### config.mk
export PLATFORM = sky130hd
export DESIGN_NAME = voxel_face_mesh_emitter
export DESIGN_NICKNAME = d
export VERILOG_FILES = /design/src/hdl/vfm_pkg.sv /design/src/hdl/vfm_front.sv /design/src/hdl/vfm_fifo.sv /design/src/hdl/vfm_back.sv /design/src/hdl/voxel_face_mesh_emitter.sv
export SDC_FILE = /design/constraint.sdc
export NUM_CORES = 1
export LEC_CHECK = 0
export BUFFER_PORTS_ARGS = -buffer_cell sky130_fd_sc_hd__buf_2
export CAP_MARGIN = 10
export CELL_PAD_IN_SITES_DETAIL_PLACEMENT = 1
export CELL_PAD_IN_SITES_GLOBAL_PLACEMENT = 1
export CORE_MARGIN = 3
export CORE_UTILIZATION = 25
export CTS_CLUSTER_DIAMETER = 40
export DETAILED_ROUTE_END_ITERATION = 10
export GPL_ROUTABILITY_DRIVEN = 0
export PLACE_DENSITY_LB_ADDON = 0.1
export REMOVE_ABC_BUFFERS = 1
export SYNTH_ARGS = -nofsm -noshare
export SYNTH_HDL_FRONTEND = slang
export SYNTH_SLANG_ARGS = --single-unit
### constraint.sdc
create_clock -name clk -period 4.12 [get_ports clk]
set_input_delay 0.618 -clock clk [delete_from_list [all_inputs] [get_ports clk]]
set_output_delay 0.618 -clock clk [all_outputs]
set_load 0.02 [all_outputs]
### src/hdl/vfm_pkg.sv
`timescale 1ns / 1ps
// ----------------------------------------------------------------------------
// vfm_pkg
// Shared types, constants and the corner table of the voxel face mesher.
// ----------------------------------------------------------------------------
package vfm_pkg;

  localparam int CHUNK_EDGE = 16;
  localparam int COORD_W    = 4;
  localparam int KIND_W     = 8;
  localparam int FACE_N     = 6;
  localparam int VERT_W     = 5;
  localparam int FACE_W     = 3;
  localparam int VIDX_W     = 3;
  localparam int AXIS_N     = 3;
  localparam int FIFO_DEPTH = 4;
  localparam int FIFO_AW    = 2;

  // wide enough for any CHUNK_EDGE in 2..64
  localparam logic [6:0] EDGE_V     = 7'(CHUNK_EDGE);
  localparam logic [6:0] EDGE_LAST  = 7'(CHUNK_EDGE - 1);

  localparam logic       REG_EDGE_LOW  = 1'b0;
  localparam logic       REG_EDGE_HIGH = 1'b1;

  localparam logic [FACE_W-1:0] FACE_LEFT   = 3'd0;
  localparam logic [FACE_W-1:0] FACE_RIGHT  = 3'd1;
  localparam logic [FACE_W-1:0] FACE_BACK   = 3'd2;
  localparam logic [FACE_W-1:0] FACE_FRONT  = 3'd3;
  localparam logic [FACE_W-1:0] FACE_BOTTOM = 3'd4;
  localparam logic [FACE_W-1:0] FACE_TOP    = 3'd5;

  localparam logic [VIDX_W-1:0] VERT_LAST = 3'd5;

  typedef struct packed {
    logic [COORD_W-1:0] x;
    logic [COORD_W-1:0] y;
    logic [COORD_W-1:0] z;
    logic [KIND_W-1:0]  kind;
    logic [FACE_N-1:0]  faces;
  } voxel_t;

  // corner offset {dz, dy, dx}
  typedef logic [2:0] corner_t;

  localparam corner_t CORNER_TAB [FACE_N][6] = '{
    '{3'b000, 3'b100, 3'b110, 3'b000, 3'b110, 3'b010},  // left
    '{3'b001, 3'b111, 3'b101, 3'b001, 3'b011, 3'b111},  // right
    '{3'b000, 3'b011, 3'b001, 3'b000, 3'b010, 3'b011},  // back
    '{3'b100, 3'b101, 3'b111, 3'b110, 3'b100, 3'b111},  // front
    '{3'b101, 3'b000, 3'b001, 3'b100, 3'b000, 3'b101},  // bottom
    '{3'b111, 3'b011, 3'b010, 3'b110, 3'b111, 3'b010}   // top
  };

  function automatic logic layer_skip(input logic [COORD_W-1:0] c,
                                      input logic lo, input logic hi);
    logic [6:0] cw;
    cw = 7'(c);
    return (cw >= EDGE_V) || (cw == 7'd0 && lo) || (cw == EDGE_LAST && hi);
  endfunction

endpackage

### src/hdl/vfm_front.sv
`timescale 1ns / 1ps
// ----------------------------------------------------------------------------
// vfm_front
// Edge mask registers and request classification; culled voxels are dropped.
// ----------------------------------------------------------------------------
module vfm_front
  import vfm_pkg::*;
(
  input  logic               clk,
  input  logic               rst_n,
  input  logic               cfg_we,
  input  logic               cfg_index,
  input  logic [2:0]         cfg_wdata,
  input  logic               in_valid,
  output logic               in_stall,
  input  logic [COORD_W-1:0] in_vox_x,
  input  logic [COORD_W-1:0] in_vox_y,
  input  logic [COORD_W-1:0] in_vox_z,
  input  logic [KIND_W-1:0]  in_block_kind,
  input  logic [FACE_N-1:0]  in_open_faces,
  input  logic               q_full,
  output logic               q_push,
  output voxel_t             q_data
);

  logic [AXIS_N-1:0] low_mask_r, low_mask_nxt;
  logic [AXIS_N-1:0] high_mask_r, high_mask_nxt;
  logic              skipped;
  logic              emits;

  always_comb begin
    low_mask_nxt  = low_mask_r;
    high_mask_nxt = high_mask_r;
    if (cfg_we) begin
      unique case (cfg_index)
        REG_EDGE_LOW:  low_mask_nxt  = cfg_wdata;
        REG_EDGE_HIGH: high_mask_nxt = cfg_wdata;
        default: ;
      endcase
    end
  end

  always_ff @(posedge clk) begin
    if (!rst_n) begin
      low_mask_r  <= '0;
      high_mask_r <= '0;
    end else begin
      low_mask_r  <= low_mask_nxt;
      high_mask_r <= high_mask_nxt;
    end
  end

  always_comb begin
    skipped = layer_skip(in_vox_x, low_mask_r[0], high_mask_r[0]) ||
              layer_skip(in_vox_y, low_mask_r[1], high_mask_r[1]) ||
              layer_skip(in_vox_z, low_mask_r[2], high_mask_r[2]);
    emits   = (in_block_kind != '0) && !skipped && (in_open_faces != '0);

    in_stall = q_full;
    q_push   = in_valid && !q_full && emits;
    q_data   = '{x: in_vox_x, y: in_vox_y, z: in_vox_z,
                 kind: in_block_kind, faces: in_open_faces};
  end

endmodule

### src/hdl/vfm_fifo.sv
`timescale 1ns / 1ps
// ----------------------------------------------------------------------------
// vfm_fifo
// Small voxel queue between classifier and vertex emitter.
// ----------------------------------------------------------------------------
module vfm_fifo
  import vfm_pkg::*;
(
  input  logic   clk,
  input  logic   rst_n,
  input  logic   push,
  input  voxel_t push_data,
  output logic   full,
  input  logic   pop,
  output voxel_t pop_data,
  output logic   empty
);

  voxel_t             mem [FIFO_DEPTH];
  logic [FIFO_AW-1:0] wr_ptr_r, wr_ptr_nxt;
  logic [FIFO_AW-1:0] rd_ptr_r, rd_ptr_nxt;
  logic [FIFO_AW:0]   count_r, count_nxt;

  always_comb begin
    full       = (count_r == (FIFO_AW+1)'(FIFO_DEPTH));
    empty      = (count_r == '0);
    pop_data   = mem[rd_ptr_r];
    wr_ptr_nxt = push ? wr_ptr_r + 1'b1 : wr_ptr_r;
    rd_ptr_nxt = pop ? rd_ptr_r + 1'b1 : rd_ptr_r;
    count_nxt  = count_r;
    if (push && !pop)
      count_nxt = count_r + 1'b1;
    else if (pop && !push)
      count_nxt = count_r - 1'b1;
  end

  always_ff @(posedge clk) begin
    if (push) begin
      mem[wr_ptr_r] <= push_data;
    end
  end

  always_ff @(posedge clk) begin
    if (!rst_n) begin
      wr_ptr_r <= '0;
      rd_ptr_r <= '0;
      count_r  <= '0;
    end else begin
      wr_ptr_r <= wr_ptr_nxt;
      rd_ptr_r <= rd_ptr_nxt;
      count_r  <= count_nxt;
    end
  end

endmodule

### src/hdl/vfm_back.sv
`timescale 1ns / 1ps
// ----------------------------------------------------------------------------
// vfm_back
// Walks open faces of the current voxel, one vertex per cycle into out reg while out_stall is low.
// ----------------------------------------------------------------------------
module vfm_back
  import vfm_pkg::*;
(
  input  logic               clk,
  input  logic               rst_n,
  input  voxel_t             q_data,
  input  logic               q_empty,
  output logic               q_pop,
  output logic               out_valid,
  input  logic               out_stall,
  output logic [VERT_W-1:0]  out_vert_x,
  output logic [VERT_W-1:0]  out_vert_y,
  output logic [VERT_W-1:0]  out_vert_z,
  output logic [KIND_W-1:0]  out_vert_tag,
  output logic [FACE_W-1:0]  out_face_id,
  output logic               out_last_vertex
);

  logic              act_r, act_nxt;
  voxel_t            cur_r, cur_nxt;
  logic [VIDX_W-1:0] vidx_r, vidx_nxt;

  logic              ov_r, ov_nxt;
  logic [VERT_W-1:0] vx_r, vx_nxt, vy_r, vy_nxt, vz_r, vz_nxt;
  logic [KIND_W-1:0] tag_r, tag_nxt;
  logic [FACE_W-1:0] fid_r, fid_nxt;
  logic              lastv_r, lastv_nxt;

  logic [FACE_W-1:0] face_idx;
  logic [FACE_N-1:0] rem_after;
  corner_t           corner;
  logic              adv, emit, face_end, done;

  always_comb begin
    // lowest open face first
    face_idx = FACE_LEFT;
    for (int i = FACE_N - 1; i >= 0; i--) begin
      if (cur_r.faces[i]) face_idx = FACE_W'(i);
    end
    rem_after = cur_r.faces & ~(FACE_N'(1) << face_idx);
    corner    = CORNER_TAB[face_idx][vidx_r];

    adv      = !ov_r || !out_stall;
    emit     = act_r && adv;
    face_end = (vidx_r == VERT_LAST);
    done     = emit && face_end && (rem_after == '0);
    q_pop    = !q_empty && (!act_r || done);

    act_nxt   = act_r;
    cur_nxt   = cur_r;
    vidx_nxt  = vidx_r;
    ov_nxt    = adv ? 1'b0 : ov_r;
    vx_nxt    = vx_r;
    vy_nxt    = vy_r;
    vz_nxt    = vz_r;
    tag_nxt   = tag_r;
    fid_nxt   = fid_r;
    lastv_nxt = lastv_r;

    if (emit) begin
      ov_nxt    = 1'b1;
      vx_nxt    = VERT_W'(cur_r.x) + VERT_W'(corner[0]);
      vy_nxt    = VERT_W'(cur_r.y) + VERT_W'(corner[1]);
      vz_nxt    = VERT_W'(cur_r.z) + VERT_W'(corner[2]);
      tag_nxt   = (face_idx < FACE_BOTTOM) ? (~cur_r.kind + 1'b1) : cur_r.kind;
      fid_nxt   = face_idx;
      lastv_nxt = face_end && (rem_after == '0);
      if (face_end) begin
        vidx_nxt      = '0;
        cur_nxt.faces = rem_after;
      end else begin
        vidx_nxt = vidx_r + 1'b1;
      end
      if (done) act_nxt = 1'b0;
    end

    if (q_pop) begin
      act_nxt  = 1'b1;
      cur_nxt  = q_data;
      vidx_nxt = '0;
    end
  end

  always_ff @(posedge clk) begin
    if (!rst_n) begin
      act_r  <= 1'b0;
      ov_r   <= 1'b0;
      vidx_r <= '0;
    end else begin
      act_r  <= act_nxt;
      ov_r   <= ov_nxt;
      vidx_r <= vidx_nxt;
    end
  end

  always_ff @(posedge clk) begin
    cur_r   <= cur_nxt;
    vx_r    <= vx_nxt;
    vy_r    <= vy_nxt;
    vz_r    <= vz_nxt;
    tag_r   <= tag_nxt;
    fid_r   <= fid_nxt;
    lastv_r <= lastv_nxt;
  end

  assign out_valid       = ov_r;
  assign out_vert_x      = vx_r;
  assign out_vert_y      = vy_r;
  assign out_vert_z      = vz_r;
  assign out_vert_tag    = tag_r;
  assign out_face_id     = fid_r;
  assign out_last_vertex = lastv_r;

endmodule

### src/hdl/voxel_face_mesh_emitter.sv
`timescale 1ns / 1ps
// With the emitter idle, an accepted voxel passes through the queue and the emitter's voxel register first.
// The emitter gives one vertex per cycle while out_stall is low, six for each open
// face of a voxel; culled voxels are dropped at intake and never reach the emitter.
// Intake runs ahead of the emitter through a 4-entry queue.
// Reset (rst_n low, synchronous) clears edge masks, queue and output valid.
// ----------------------------------------------------------------------------
// voxel_face_mesh_emitter
// Face-culling mesher: six corner vertices for every visible voxel face.
// ----------------------------------------------------------------------------
module voxel_face_mesh_emitter
  import vfm_pkg::*;
(
  input  logic               clk,
  input  logic               rst_n,
  input  logic               cfg_we,
  input  logic               cfg_index,
  input  logic [2:0]         cfg_wdata,
  input  logic               in_valid,
  output logic               in_stall,
  input  logic [COORD_W-1:0] in_vox_x,
  input  logic [COORD_W-1:0] in_vox_y,
  input  logic [COORD_W-1:0] in_vox_z,
  input  logic [KIND_W-1:0]  in_block_kind,
  input  logic [FACE_N-1:0]  in_open_faces,
  output logic               out_valid,
  input  logic               out_stall,
  output logic [VERT_W-1:0]  out_vert_x,
  output logic [VERT_W-1:0]  out_vert_y,
  output logic [VERT_W-1:0]  out_vert_z,
  output logic [KIND_W-1:0]  out_vert_tag,
  output logic [FACE_W-1:0]  out_face_id,
  output logic               out_last_vertex
);

  logic   q_push, q_full, q_pop, q_empty;
  voxel_t q_wdata, q_rdata;

  vfm_front u_front (
    .clk           (clk),
    .rst_n         (rst_n),
    .cfg_we        (cfg_we),
    .cfg_index     (cfg_index),
    .cfg_wdata     (cfg_wdata),
    .in_valid      (in_valid),
    .in_stall      (in_stall),
    .in_vox_x      (in_vox_x),
    .in_vox_y      (in_vox_y),
    .in_vox_z      (in_vox_z),
    .in_block_kind (in_block_kind),
    .in_open_faces (in_open_faces),
    .q_full        (q_full),
    .q_push        (q_push),
    .q_data        (q_wdata)
  );

  vfm_fifo u_fifo (
    .clk       (clk),
    .rst_n     (rst_n),
    .push      (q_push),
    .push_data (q_wdata),
    .full      (q_full),
    .pop       (q_pop),
    .pop_data  (q_rdata),
    .empty     (q_empty)
  );

  vfm_back u_back (
    .clk             (clk),
    .rst_n           (rst_n),
    .q_data          (q_rdata),
    .q_empty         (q_empty),
    .q_pop           (q_pop),
    .out_valid       (out_valid),
    .out_stall       (out_stall),
    .out_vert_x      (out_vert_x),
    .out_vert_y      (out_vert_y),
    .out_vert_z      (out_vert_z),
    .out_vert_tag    (out_vert_tag),
    .out_face_id     (out_face_id),
    .out_last_vertex (out_last_vertex)
  );

endmodule

==> summary.md <==
| Metric | Value |
|---|---|
| Final setup margin | `about 0.66 ns` |
| Grt total ovfl | `0` |
| Slew HR | `0.2862` |
| Crit path DAT | `3.81 ns` |
| Max Clk Rate | `just under 300 MHz` |
| Yosys reg bits | `177` |
| Synth Area per Inst | `16.93 sq um` |
| Drc violations | `0` |
| Primary FF master, synth | `edfxtp_1` |
| Outcome | `complete, no violations` |
| Met1 Use GR | `0.1372` |
| H-tree levels | `4` |
| DIE HEIGHT | `around 180 um` |
| Starting density of the core | `0.2568` |
| Critical path class | `register to register` |
| Die area | `slightly above 30,000 sq um` |
| Max rail drop VDD | `0.2603 mV` |
| GR Util met3 | `0.03005` |
| Drt pass-1 iters | `4` |
| Setup crit end kind | `register` |
| Core box area | `28,090 sq um` |
| Area after DPL | `7969 sq um` |
| Crit path max fanout | `5` |
| RSZ-0062 raised after global routing | `false` |
| Synth Instances | `426` |
| Setup_tns | `0 ns` |
| TritonCTS buffer count | `17` |
| Drt total wl | `16,160 um` |
| Fin Clk Skew | `around 0.011 ns` |
| M2 GR Usage | `0.1833` |
| FF-to-FF End | `u_fifo.count_r[2]` |
| Worst path cell trace | `o21ai_0, inv_1, ha_1, nand2b_1, and4_4, a41oi_4, ha_1, inv_1, fa_1, xor2_1, or3_1, a21oi_1` |
| Leakage | `2.970 nW` |
| Number of global-route vias before repair | `roughly 4,300` |
| Pre-CTS setup slack | `approximately 0.65 ns` |
| Pin count of the biggest net entering global routing | `35` |
| Final period util | `0.8397` |
| Clock root buffer master | `clkbuf_16` |
| Worst Hold Class | `input port to register` |
| Max incr delay on CP | `between 0.4 and 0.5 ns` |
| Tmin final | `between 3 and 4 ns` |
| Synth-to-Final Area Change | `18.86%` |
| Port buffer count | `between 60 and 70` |
| Pins Over Slew Limit | `0` |
| PwrDens | `696.7 nW/um^2` |
| Finished Layout Cells | `between 800 and 900` |
| Library cells used by synthesis | `55` |
| Cells resized by post-CTS repair | `0` |
| Clock Path Buffers | `2` |
| Cells on worst reg2reg path | `12` |
| Final Setup Violations | `0` |
| Global route hottest layer | `met2` |
| Most common cell after layout, fill and taps aside | `edfxtp_1` |
| CTS Hold Bufs | `0` |
| Max-cap violations | `0` |
| Core Rows | `61` |
| Crit path to | `u_fifo.count_r[2]` |
| RR Startpoint | `u_back.cur_r[3]` |
| Detailed Place HPWL | `11,010 um` |
| Syn Std Cell Area | `approximately 7200 sq um` |
| N_diodes | `0` |
| DRT iter0 DRCs | `224` |
| Post-route ant nets | `0` |
| Seq/Total Area, Yosys | `0.7091` |
| Vias/cell | `4.303` |
| Worst-path clk slew | `0.07 ns` |
| Required time worst endpoint | `4.47 ns` |
| Placed cell count | `859` |
| Design area | `8573 sq um` |
| Number of synthesized flops with an enable pin | `157` |
| Clk sinks | `177` |
| TritonCTS clock tree | `yes` |
| Filler cell count | `2,980` |
| IO Count | `64` |
| DR vias | `3,834` |
| Critical Path Start Type | `register` |
| CP max stage cell | `o21ai_0` |
| Final hold viol count | `0` |
| R2r setup slk | `~0.66 ns` |
| Antenna violations before repair | `1` |
| Yosys warnings | `0` |
| GR Util All Layers | `0.1087` |
| Most frequent cells in the layout | `edfxtp_1 (157), buf_2 (63), nand2_1 (26), mux4_2 (26), ha_1 (21)` |
| First-pass GRT wire length | `24,920 um` |
| Nets | `between 500 and 600` |
| Tightest Pin Transition | `1.071 ns` |
| Routed length per placed instance | `approximately 18 um` |
| Die width | `175.9 um` |
| Async S/R FF share, synth | `0` |
| Share of cells above drive strength 1 | `0.2904` |
| Post-CTS Setup Inserts | `0` |
| Worst skew pair latency | `0.42 ns` |
| Critical Path Source | `u_back.cur_r[3]` |
| Tot Pwr | `5.973 mW` |
[layout make-up]
| cell class | instances | area, sq um | share of cell area |
|---|---|---|---|
| multi-input cells | 224 | 1976 | 0.2304 |
| repair buffers | 68 | 352.8 | 0.04116 |
| well taps | 378 | 473.0 | 0.05517 |
| inverters | 12 | 50.05 | 0.005838 |
| clock buffers | 18 | 429.2 | 0.05006 |
| clock inverters | 14 | 175.2 | 0.02043 |
| flip-flops and latches | 177 | 5117 | 0.5969 |
[kinds of logic after synthesis]
logic type | after synthesis | share of synthesized area
AO/OA/AOI/OAI | 47 | 0.04649
XOR/XNOR | 16 | 0.01943
adder cells (fa/ha/maj) | 22 | 0.03920
buffers and inverters | 25 | 0.01700
flip-flops | 177 | 0.7091
multiplexers | 33 | 0.09089
AND/OR/NAND/NOR | 106 | 0.07789
[routing by layer]
layer	wire length [um]	vias up
met5	20	-
met4	182	2
met3	660	17
met2	8028	67
met1	7265	1954
li1	-	1794
[metrics by stage]
stage | hold slack (ns) | utilization
final | 0.4285 | 0.3052
after global routing | 0.4069 | 0.3052
after CTS | 0.4043 | 0.3052
after detailed placement | 0.4594 | 0.2837
after global placement | 0.4476 | 0.2837
after floorplan | 0.4369 | -
[Yosys cell counts, types with 4 or more instances]
cell / n / area share
a21oi_1: 14 / 0.0097
nand2_1: 26 / 0.014
inv_1: 10 / 0.0052
o21ai_2: 6 / 0.0073
nand3_1: 12 / 0.0083
edfxtp_1: 157 / 0.65
xnor2_1: 5 / 0.0061
xor2_1: 11 / 0.013
mux4_2: 26 / 0.081
and2_1: 5 / 0.0043
clkbuf_1: 6 / 0.0031
nor2_1: 19 / 0.0099
dfxtp_1: 20 / 0.056
and3_1: 6 / 0.0052
nand2b_1: 4 / 0.0035
nor4_1: 7 / 0.0061
nor3_1: 6 / 0.0042
o21ai_0: 7 / 0.0049
mux2i_1: 7 / 0.0097
nand2_2: 4 / 0.0035
ha_1: 21 / 0.036
buf_2: 6 / 0.0042
[report_power, final]
group	switching [mW]	leakage, nW	total (mW)	internal, mW
registers	0.302	1.62	2.79	2.49
clock network	0.733	0.287	1.65	0.918
logic	0.905	1.06	1.53	0.629
[sequential cells by signal (all words and copies together) (netlist names), named ones only]
name and count:
u_back.out_face_id 3, u_front.high_mask_r 3, u_fifo.mem 104, u_back.out_vert_z 5, u_back.cur_r 26, u_fifo.rd_ptr_r 2, u_back.vidx_r 3, u_back.out_vert_x 5
u_fifo.count_r 3, u_front.low_mask_r 3, u_back.out_last_vertex 1, u_back.out_valid 1, u_back.out_vert_tag 8, u_fifo.wr_ptr_r 2, u_back.out_vert_y 5, u_back.act_r 1
[worst min path at each step]
stage,from,to,cells after the start
after floorplan,u_front.high_mask_r[0],u_front.high_mask_r[0],2
after global placement,u_fifo.rd_ptr_r[1],register,2
after detailed placement,u_fifo.rd_ptr_r[1],register,2
after CTS,in_block_kind[0],u_fifo.mem[1][6],1
after global routing,in_block_kind[0],u_fifo.mem[1][6],1
final,in_block_kind[0],u_fifo.mem[1][6],1
[worst max-delay path: cells and delay by family, from the launching register on]
kind	cells	cell delay (ns)
AO/OA/AOI/OAI	3	0.87
buffers and inverters	2	0.27
flip-flops	1	0.45
adder cells (fa/ha/maj)	3	0.91
XOR/XNOR	1	0.16
AND/OR/NAND/NOR	3	0.72
Note: power is estimated with default switching activity, not from simulation.
